[src/rtl/apc_pkg.sv]
package apc_pkg;

	// Conversion modes as held in the configuration register.
	typedef enum logic [1:0] {
		MODE_PREMUL   = 2'd0,
		MODE_FLATTEN  = 2'd1,
		MODE_UNPREMUL = 2'd2,
		MODE_PASS     = 2'd3
	} mode_t;

	localparam logic [7:0] ALPHA_OPAQUE = 8'hFF;
	localparam logic [7:0] ALPHA_CLEAR  = 8'h00;
	localparam logic [7:0] CHAN_MAX     = 8'hFF;

	// Control that travels down the pipeline next to the channel data.
	typedef struct packed {
		logic       valid;
		mode_t      mode;
		logic [7:0] alpha;
		logic       eoi;
	} stage_ctl_t;

endpackage

[src/rtl/apc_channel.sv]
module apc_channel import apc_pkg::*; (
	input  logic       clk,
	input  stage_ctl_t ctl_s0,
	input  stage_ctl_t ctl_s1,
	input  stage_ctl_t ctl_s2,
	input  logic [7:0] chan_in,
	output logic [7:0] chan_out
);

	// Stage 0: products. The unpremultiply numerator is c*255.
	logic [15:0] prod_s0;
	logic [15:0] num_s0;
	logic        sat_s0;

	assign prod_s0 = {8'h00, chan_in} * {8'h00, ctl_s0.alpha};
	assign num_s0  = {chan_in, 8'h00} - {8'h00, chan_in};
	// When c >= a the quotient c*255/a is at least 255, so it saturates.
	assign sat_s0  = (chan_in >= ctl_s0.alpha);

	logic [7:0]  chan_s1;
	logic [15:0] prod_s1;
	logic [15:0] num_s1;
	logic        sat_s1;

	always_ff @(posedge clk) begin
		if (ctl_s0.valid) begin
			chan_s1 <= chan_in;
			prod_s1 <= prod_s0;
			num_s1  <= num_s0;
			sat_s1  <= sat_s0;
		end
	end

	// Stage 1: exact divide by 255, flatten sum, upper four quotient bits.
	logic [16:0] pm_sum;
	logic [7:0]  pm_res;
	logic [8:0]  fl_sum;
	logic [7:0]  fl_res;
	logic [7:0]  rem_a;
	logic [8:0]  trial_a;
	logic [3:0]  qhi;

	always_comb begin
		// floor(p/255) equals (p + 1 + (p >> 8)) >> 8 for every p below 65535.
		pm_sum = {1'b0, prod_s1} + 17'd1 + {9'd0, prod_s1[15:8]};
		pm_res = pm_sum[15:8];
		fl_sum = {1'b0, chan_s1} + {1'b0, ~ctl_s1.alpha};
		fl_res = fl_sum[8] ? CHAN_MAX : fl_sum[7:0];
		rem_a  = num_s1[15:8];
		qhi    = 4'd0;
		trial_a = 9'd0;
		for (int i = 0; i < 4; i++) begin
			trial_a = {rem_a, num_s1[7 - i]};
			if (trial_a >= {1'b0, ctl_s1.alpha}) begin
				trial_a     = trial_a - {1'b0, ctl_s1.alpha};
				qhi[3 - i]  = 1'b1;
			end
			rem_a = trial_a[7:0];
		end
	end

	logic [7:0] chan_s2;
	logic [7:0] pm_s2;
	logic [7:0] fl_s2;
	logic       sat_s2;
	logic [7:0] rem_s2;
	logic [3:0] qhi_s2;
	logic [3:0] numlo_s2;

	always_ff @(posedge clk) begin
		if (ctl_s1.valid) begin
			chan_s2  <= chan_s1;
			pm_s2    <= pm_res;
			fl_s2    <= fl_res;
			sat_s2   <= sat_s1;
			rem_s2   <= rem_a;
			qhi_s2   <= qhi;
			numlo_s2 <= num_s1[3:0];
		end
	end

	// Stage 2: lower four quotient bits and the final choice of result.
	logic [7:0] rem_b;
	logic [8:0] trial_b;
	logic [3:0] qlo;
	logic [7:0] res;

	always_comb begin
		rem_b   = rem_s2;
		qlo     = 4'd0;
		trial_b = 9'd0;
		for (int i = 0; i < 4; i++) begin
			trial_b = {rem_b, numlo_s2[3 - i]};
			if (trial_b >= {1'b0, ctl_s2.alpha}) begin
				trial_b    = trial_b - {1'b0, ctl_s2.alpha};
				qlo[3 - i] = 1'b1;
			end
			rem_b = trial_b[7:0];
		end

		case (ctl_s2.mode)
			MODE_PREMUL: begin
				res = (ctl_s2.alpha == ALPHA_OPAQUE) ? chan_s2 : pm_s2;
			end
			MODE_FLATTEN: begin
				if (ctl_s2.alpha == ALPHA_CLEAR) begin
					res = CHAN_MAX;
				end else if (ctl_s2.alpha == ALPHA_OPAQUE) begin
					res = chan_s2;
				end else begin
					res = fl_s2;
				end
			end
			MODE_UNPREMUL: begin
				if (ctl_s2.alpha == ALPHA_CLEAR || ctl_s2.alpha == ALPHA_OPAQUE) begin
					res = chan_s2;
				end else if (sat_s2) begin
					res = CHAN_MAX;
				end else begin
					res = {qhi_s2, qlo};
				end
			end
			default: begin
				res = chan_s2;
			end
		endcase
	end

	logic [7:0] chan_s3;

	always_ff @(posedge clk) begin
		if (ctl_s2.valid) begin
			chan_s3 <= res;
		end
	end

	assign chan_out = chan_s3;

endmodule

[src/rtl/alpha_pixel_converter_unit.sv]
// Channel   | Signals                                 | Handshake
// ----------+-----------------------------------------+------------------------------
// config    | cfg_we, cfg_wdata                       | written on any edge with cfg_we
// pixel in  | start, busy, pixel_word, end_of_image   | beat taken when start && !busy
// result    | done, red, green, blue, alpha, image_end| one-cycle beat marked by done
//
// A pixel beat can be taken on every clock; busy is always low.
// Results leave in the same order as their input beats were taken.
// The pipeline has three register stages: multiply, then half of the
// bit-per-step unpremultiply divider, then the other half and the result select.
// Reset clears the mode register to premultiply and empties the pipeline.
// The receiver cannot hold off results, so the pipeline never stalls.
module alpha_pixel_converter_unit import apc_pkg::*; (
	input  logic        clk,
	input  logic        arst_n,
	input  logic        cfg_we,
	input  logic [1:0]  cfg_wdata,
	input  logic        start,
	output logic        busy,
	input  logic [31:0] pixel_word,
	input  logic        end_of_image,
	output logic        done,
	output logic [7:0]  red,
	output logic [7:0]  green,
	output logic [7:0]  blue,
	output logic [7:0]  alpha,
	output logic        image_end
);

	// The conversion mode register. Writes are only expected while no beat is
	// in flight, yet the mode still rides along with each beat so that every
	// stage sees the value that was current when its pixel entered.
	mode_t mode_q;

	always_ff @(posedge clk or negedge arst_n) begin
		if (!arst_n) begin
			mode_q <= MODE_PREMUL;
		end else if (cfg_we) begin
			mode_q <= mode_t'(cfg_wdata);
		end
	end

	// The pipeline has no back-pressure, so a new beat is welcome every cycle.
	assign busy = 1'b0;

	stage_ctl_t ctl_s0;
	stage_ctl_t ctl_s1;
	stage_ctl_t ctl_s2;
	stage_ctl_t ctl_s3;

	assign ctl_s0.valid = start & ~busy;
	assign ctl_s0.mode  = mode_q;
	assign ctl_s0.alpha = pixel_word[31:24];
	assign ctl_s0.eoi   = end_of_image;

	// The valid bit travels with the alpha, mode and end-of-image mark.
	always_ff @(posedge clk or negedge arst_n) begin
		if (!arst_n) begin
			ctl_s1 <= '0;
			ctl_s2 <= '0;
			ctl_s3 <= '0;
		end else begin
			ctl_s1 <= ctl_s0;
			ctl_s2 <= ctl_s1;
			ctl_s3 <= ctl_s2;
		end
	end

	// One identical datapath per colour channel.
	apc_channel u_red (
		.clk      (clk),
		.ctl_s0   (ctl_s0),
		.ctl_s1   (ctl_s1),
		.ctl_s2   (ctl_s2),
		.chan_in  (pixel_word[23:16]),
		.chan_out (red)
	);

	apc_channel u_green (
		.clk      (clk),
		.ctl_s0   (ctl_s0),
		.ctl_s1   (ctl_s1),
		.ctl_s2   (ctl_s2),
		.chan_in  (pixel_word[15:8]),
		.chan_out (green)
	);

	apc_channel u_blue (
		.clk      (clk),
		.ctl_s0   (ctl_s0),
		.ctl_s1   (ctl_s1),
		.ctl_s2   (ctl_s2),
		.chan_in  (pixel_word[7:0]),
		.chan_out (blue)
	);

	// Flattening over white always yields an opaque pixel.
	assign alpha     = (ctl_s3.mode == MODE_FLATTEN) ? ALPHA_OPAQUE : ctl_s3.alpha;
	assign image_end = ctl_s3.eoi;
	assign done      = ctl_s3.valid;

`ifndef NO_ASSERTIONS
	a_latency: assert property (@(posedge clk) disable iff (!arst_n)
		start |-> ##3 done)
		else $error("accepted pixel did not produce a result three cycles later");

	a_no_phantom: assert property (@(posedge clk) disable iff (!arst_n)
		done |-> $past(start, 3))
		else $error("result beat without a matching input beat");

	a_eoi_order: assert property (@(posedge clk) disable iff (!arst_n)
		done |-> (image_end == $past(end_of_image, 3)))
		else $error("end-of-image mark out of step with its pixel");

	a_alpha_keep: assert property (@(posedge clk) disable iff (!arst_n)
		(done && ctl_s3.mode != MODE_FLATTEN) |-> (alpha == $past(pixel_word[31:24], 3)))
		else $error("alpha changed outside flatten mode");
`endif

endmodule
[config.mk]
export PLATFORM = sky130hd
export DESIGN_NAME = alpha_pixel_converter_unit
export DESIGN_NICKNAME = d
export VERILOG_FILES = /design/src/rtl/apc_pkg.sv /design/src/rtl/apc_channel.sv /design/src/rtl/alpha_pixel_converter_unit.sv
export SDC_FILE = /design/constraint.sdc
export NUM_CORES = 1
export LEC_CHECK = 0
export BUFFER_PORTS_ARGS = -buffer_cell sky130_fd_sc_hd__buf_4
export CAP_MARGIN = 25
export CORE_UTILIZATION = 45
export DETAILED_ROUTE_END_ITERATION = 8
export GPL_TIMING_DRIVEN = 0
export HOLD_SLACK_MARGIN = 0.05
export PLACE_DENSITY = 0.67
export RECOVER_POWER = 100
export SETUP_SLACK_MARGIN = 0.4
export SLEW_MARGIN = 40
export SYNTH_ARGS = -nofsm -noshare
export SYNTH_HDL_FRONTEND = slang
export SYNTH_SLANG_ARGS = --single-unit
export TNS_END_PERCENT = 20
[constraint.sdc]
create_clock -name clk -period 12.7 [get_ports clk]
set_input_delay 1.27 -clock clk [delete_from_list [all_inputs] [get_ports clk]]
set_output_delay 1.27 -clock clk [all_outputs]
set_load 0.05 [all_outputs]
==> implementation parameters <==
Parameter                              Value

Drt
  Wire length per cell after detailed routing    19.10 µm
  Count of TritonRoute iterations in the first routing pass    5
  Aggregate routed wire length    76.35 mm
  Via-per-instance ratio    5.651
  DRC violation count after routing    0
  Number of routed nets with antenna violations    0
  Via count    22590
  Drt first-iter violations    1665

GRT
  Via count of the first global-routing pass    21580
  First-pass GRT wire length    119.7 mm
  Largest net degree at the start of global routing    78
  Number of antenna violations at the first check in global routing    4
  Gr usage total    23.17%
  GR Overflow Total    0

Worst hold path
  Type of the tightest min-delay check    reg2reg
  Number of cells on the worst hold path    0

Power
  Share of power burned in the clock network    11.6%
  Leakage power figure    13.65 nW
  Switching share of total power    46.00%
  Sequential share of power    18.0%
  Power density relative to cell area    292.9 nW/µm²
  Max rail drop VDD    0.0002095 V
  Internal power    0.004995 W
  Combinational fraction of design power    70.4%
  Net Switching    0.004255 W

Placement
  Detailed Place HPWL    59.72 mm
  Worst Setup Slack post-DPL    2.433 ns
  Number of buffers inserted by port buffering    72
  Placer congestion estimate    0.9329

CTS
  Register clock-pin slew on the reported worst setup and hold paths    0.06 ns
  Number of clock sinks    302
  Clock tree root driver cell    sky130_fd_sc_hd__clkbuf_16
  Clock tree from TritonCTS    yes
  Resized cells post-CTS    0
  CTS H-Tree Depth    2
  Clock latency reported for the late side of the worst-skew pair    0.55 ns
  Post-CTS setup-driven buffer insertion count    0
  CTS hold repair buffers    0
  Inserted Clock Buffers    35
  Clock Path Buffers    3

Die
  Row count    92
  Area inside the core boundary    63430 µm²
  Effective utilization at floorplan    45.79%
  Height of the die    256.0 µm
  Boundary Pins    74
  Die outline area    65560 µm²
  Chip Width    256.0 µm

Cells and area
  Fin util    49.79%
  Number of nets in the finished design    3691
  Fraction of final layout cells with drive strength greater than 1    5.175%
  Fill cell count    5927
  Synthesis-to-finish area growth    8.728%

Synth
  Post-synthesis sequential area ratio    30.57%
  Most frequent cell after synthesis    sky130_fd_sc_hd__ha_1
  Post-synthesis adder-cell area fraction    26.16%
  Compound-cell area share of the yosys netlist    15.45%
  Cell accounting for the most synthesized area    sky130_fd_sc_hd__edfxtp_1
  Total nets after synthesis    3578
  Flop and latch count out of synthesis    302
  Area share of the largest cell type after synthesis    27.30%
  Async set-reset flop share out of synthesis    12.58%
  Most frequently used flop master after synthesis    sky130_fd_sc_hd__edfxtp_1
  Per-instance average area after synthesis    9.646 µm²
  Area of the mapped netlist    29040 µm²
  Portion of netlist area occupied by mux cells    3.106%
  Syn Inst Count    3011
  Xor and xnor fraction of the mapped netlist area    5.127%
  List of most frequent post-synthesis cells    sky130_fd_sc_hd__ha_1 (396), sky130_fd_sc_hd__inv_1 (286), sky130_fd_sc_hd__edfxtp_1 (264)
  Leading cell types by total area after synthesis    sky130_fd_sc_hd__edfxtp_1 (27%), sky130_fd_sc_hd__ha_1 (17%), sky130_fd_sc_hd__fa_1 (9.1%)
  Synthesized-area fraction occupied by and/or/nand/nor cells    14.84%
  Number of distinct library cells after synthesis    84
  Main combinational cell family by area after synthesis    adder cells
  Number of enable flip-flop cells after synthesis    264
  Synthesis Warnings    0

Critical path
  Cell mode on critical path    sky130_fd_sc_hd__a21oi_1
  Max stage delay on crit path    1.00 ns
  Type of the setup path with the least slack    reg2reg
  Data arrival, critical path    11.58 ns
  CP max FO    10
  Worst Reg2Reg Path Length in Cells    33
  Cell with the largest stage delay on the worst path    sky130_fd_sc_hd__o21ai_0
  Crit start category    register
  Worst Setup End Kind    register
  Required time at the worst-slack endpoint    13.10 ns

Timing
  Worst-margin pin slew    4.096 ns
  Timing-limited maximum frequency    89.42 MHz
  Final worst slack    1.516 ns
  RSZ-0062 raised after global routing    false
  Max_slew headroom    -173.0%
  Final TNS setup    0 ns
  Number of max-slew violations in the final report    299
  Final setup skew    0.01461 ns
  Period utilisation layout    88.06%
  Final-report hold violation count    0
  # setup viols final    0
  Min cycle time layout    11.18 ns

Outcome
  Run status    finished, violations left
  Failing checks    capacitance limit, slew limit

Flow run
  Maximum capacitance violations    7
## cell usage in the layout, fill, tap and decap left out, types with 39 or more instances in the layout
cell type | synthesis | layout
sky130_fd_sc_hd__fa_1 | 132 | 132
sky130_fd_sc_hd__edfxtp_1 | 264 | 264
sky130_fd_sc_hd__a21o_1 | 71 | 71
sky130_fd_sc_hd__xor2_1 | 39 | 39
sky130_fd_sc_hd__nand2b_1 | 50 | 50
sky130_fd_sc_hd__ha_1 | 396 | 396
sky130_fd_sc_hd__nand2_1 | 227 | 227
sky130_fd_sc_hd__nor3_1 | 42 | 43
sky130_fd_sc_hd__inv_1 | 286 | 281
sky130_fd_sc_hd__clkbuf_16 | 0 | 39
sky130_fd_sc_hd__nor2_1 | 254 | 254
sky130_fd_sc_hd__nand3_1 | 66 | 66
sky130_fd_sc_hd__clkbuf_1 | 57 | 139
sky130_fd_sc_hd__xnor2_1 | 131 | 131
sky130_fd_sc_hd__o21ai_0 | 163 | 164
sky130_fd_sc_hd__a21oi_1 | 161 | 161
sky130_fd_sc_hd__and2_1 | 73 | 63
sky130_fd_sc_hd__mux2_2 | 58 | 53
sky130_fd_sc_hd__or3_1 | 39 | 39
sky130_fd_sc_hd__nor2b_1 | 42 | 42
sky130_fd_sc_hd__o21a_1 | 39 | 39
## area by class of cell
class / count / area, µm² / area share, %
Multi-Input combinational cell: 2347 / 18740 / 59.36
Sequential cell: 302 / 8879 / 28.12
Inverter: 294 / 1104 / 3.495
Tap cell: 846 / 1059 / 3.352
Clock buffer: 45 / 1028 / 3.257
Timing Repair Buffer: 76 / 296.5 / 0.9391
Buffer: 68 / 262.8 / 0.8321
Clock inverter: 18 / 202.7 / 0.6419
Antenna cell: 1 / 2.502 / 0.007925
## registers in the layout, indices dropped and copies added, names as in the netlist, 10 cells and up
name	cells
u_green.prod_s1	16
u_blue.prod_s1	16
ctl_s2	12
u_red.prod_s1	16
u_blue.num_s1	15
u_green.num_s1	16
u_red.num_s1	16
ctl_s3	10
ctl_s1	12
## per-stage QoR
stage | hold WS, ns | instances | area (µm²) | total power (W)
final | 0.3492 | 3997 | 31580 | 0.009250
after detailed placement | 0.3347 | 3933 | 30740 | 0.008152
after floorplan | 0.3312 | 3011 | 29040 | 0.006721
after global placement | 0.3329 | 3929 | 30640 | 0.008066
after CTS | 0.3493 | 3996 | 31970 | 0.009267
after global routing | 0.3583 | 3996 | 31580 | 0.01010
## worst max-delay path: cells and delay by family (launching register included)
| kind | cells | cell delay [ns] |
|---|---|---|
| AOI/OAI and AO/OA | 15 | 4.77 |
| adders and majority gates | 4 | 1.50 |
| buffers and inverters | 4 | 1.41 |
| DFF | 1 | 0.76 |
| muxes | 5 | 1.68 |
| and+or+nand+nor | 5 | 0.89 |
## layer usage
metal | share of wire [%] | routed length (µm) | global-route usage (%)
met1 | 46 | 35270 | 32.99
met3 | 7.1 | 5390 | 3.486
met4 | 2.2 | 1691 | 5.905
met2 | 45 | 33990 | 36.75
met5 | 0.010 | 8 | 0
## path summary, 6_finish.rpt
kind | start | endpoint | slack [ns]
min in group asynchronous | arst_n | ctl_s1[4] | 1.45
max in group asynchronous | arst_n | ctl_s3[7] | 9.88
worst min register to register | ctl_s1[9] | ctl_s2[9] | 0.35
worst max register to register | ctl_s1[2] | u_red.rem_s2[0] | 1.52
worst max-delay path | ctl_s1[2] | u_red.rem_s2[0] | 1.52
worst min-delay path | ctl_s1[9] | ctl_s2[9] | 0.35
## power groups by stage
stage | clock (W) | sequential, W | combinational (W)
after floorplan | 0 | 0.00165 | 0.00507
after global placement | 0 | 0.00168 | 0.00638
after detailed placement | 0 | 0.00168 | 0.00647
after CTS | 0.00109 | 0.00166 | 0.00652
after global routing | 0.00112 | 0.00169 | 0.00729
final | 0.00107 | 0.00167 | 0.00651
## cells by family (layout without fill, tap and decap cells)
family | after synthesis | in the layout
AOI/OAI and AO/OA | 675 | 675
xor gates and xnor gates | 170 | 170
adders and majority gates | 528 | 528
buffers and inverters | 362 | 501
DFF | 302 | 302
muxes | 81 | 81
other | 1 | 2
and+or+nand+nor | 892 | 892
Note: power is estimated with default switching activity, not from simulation.
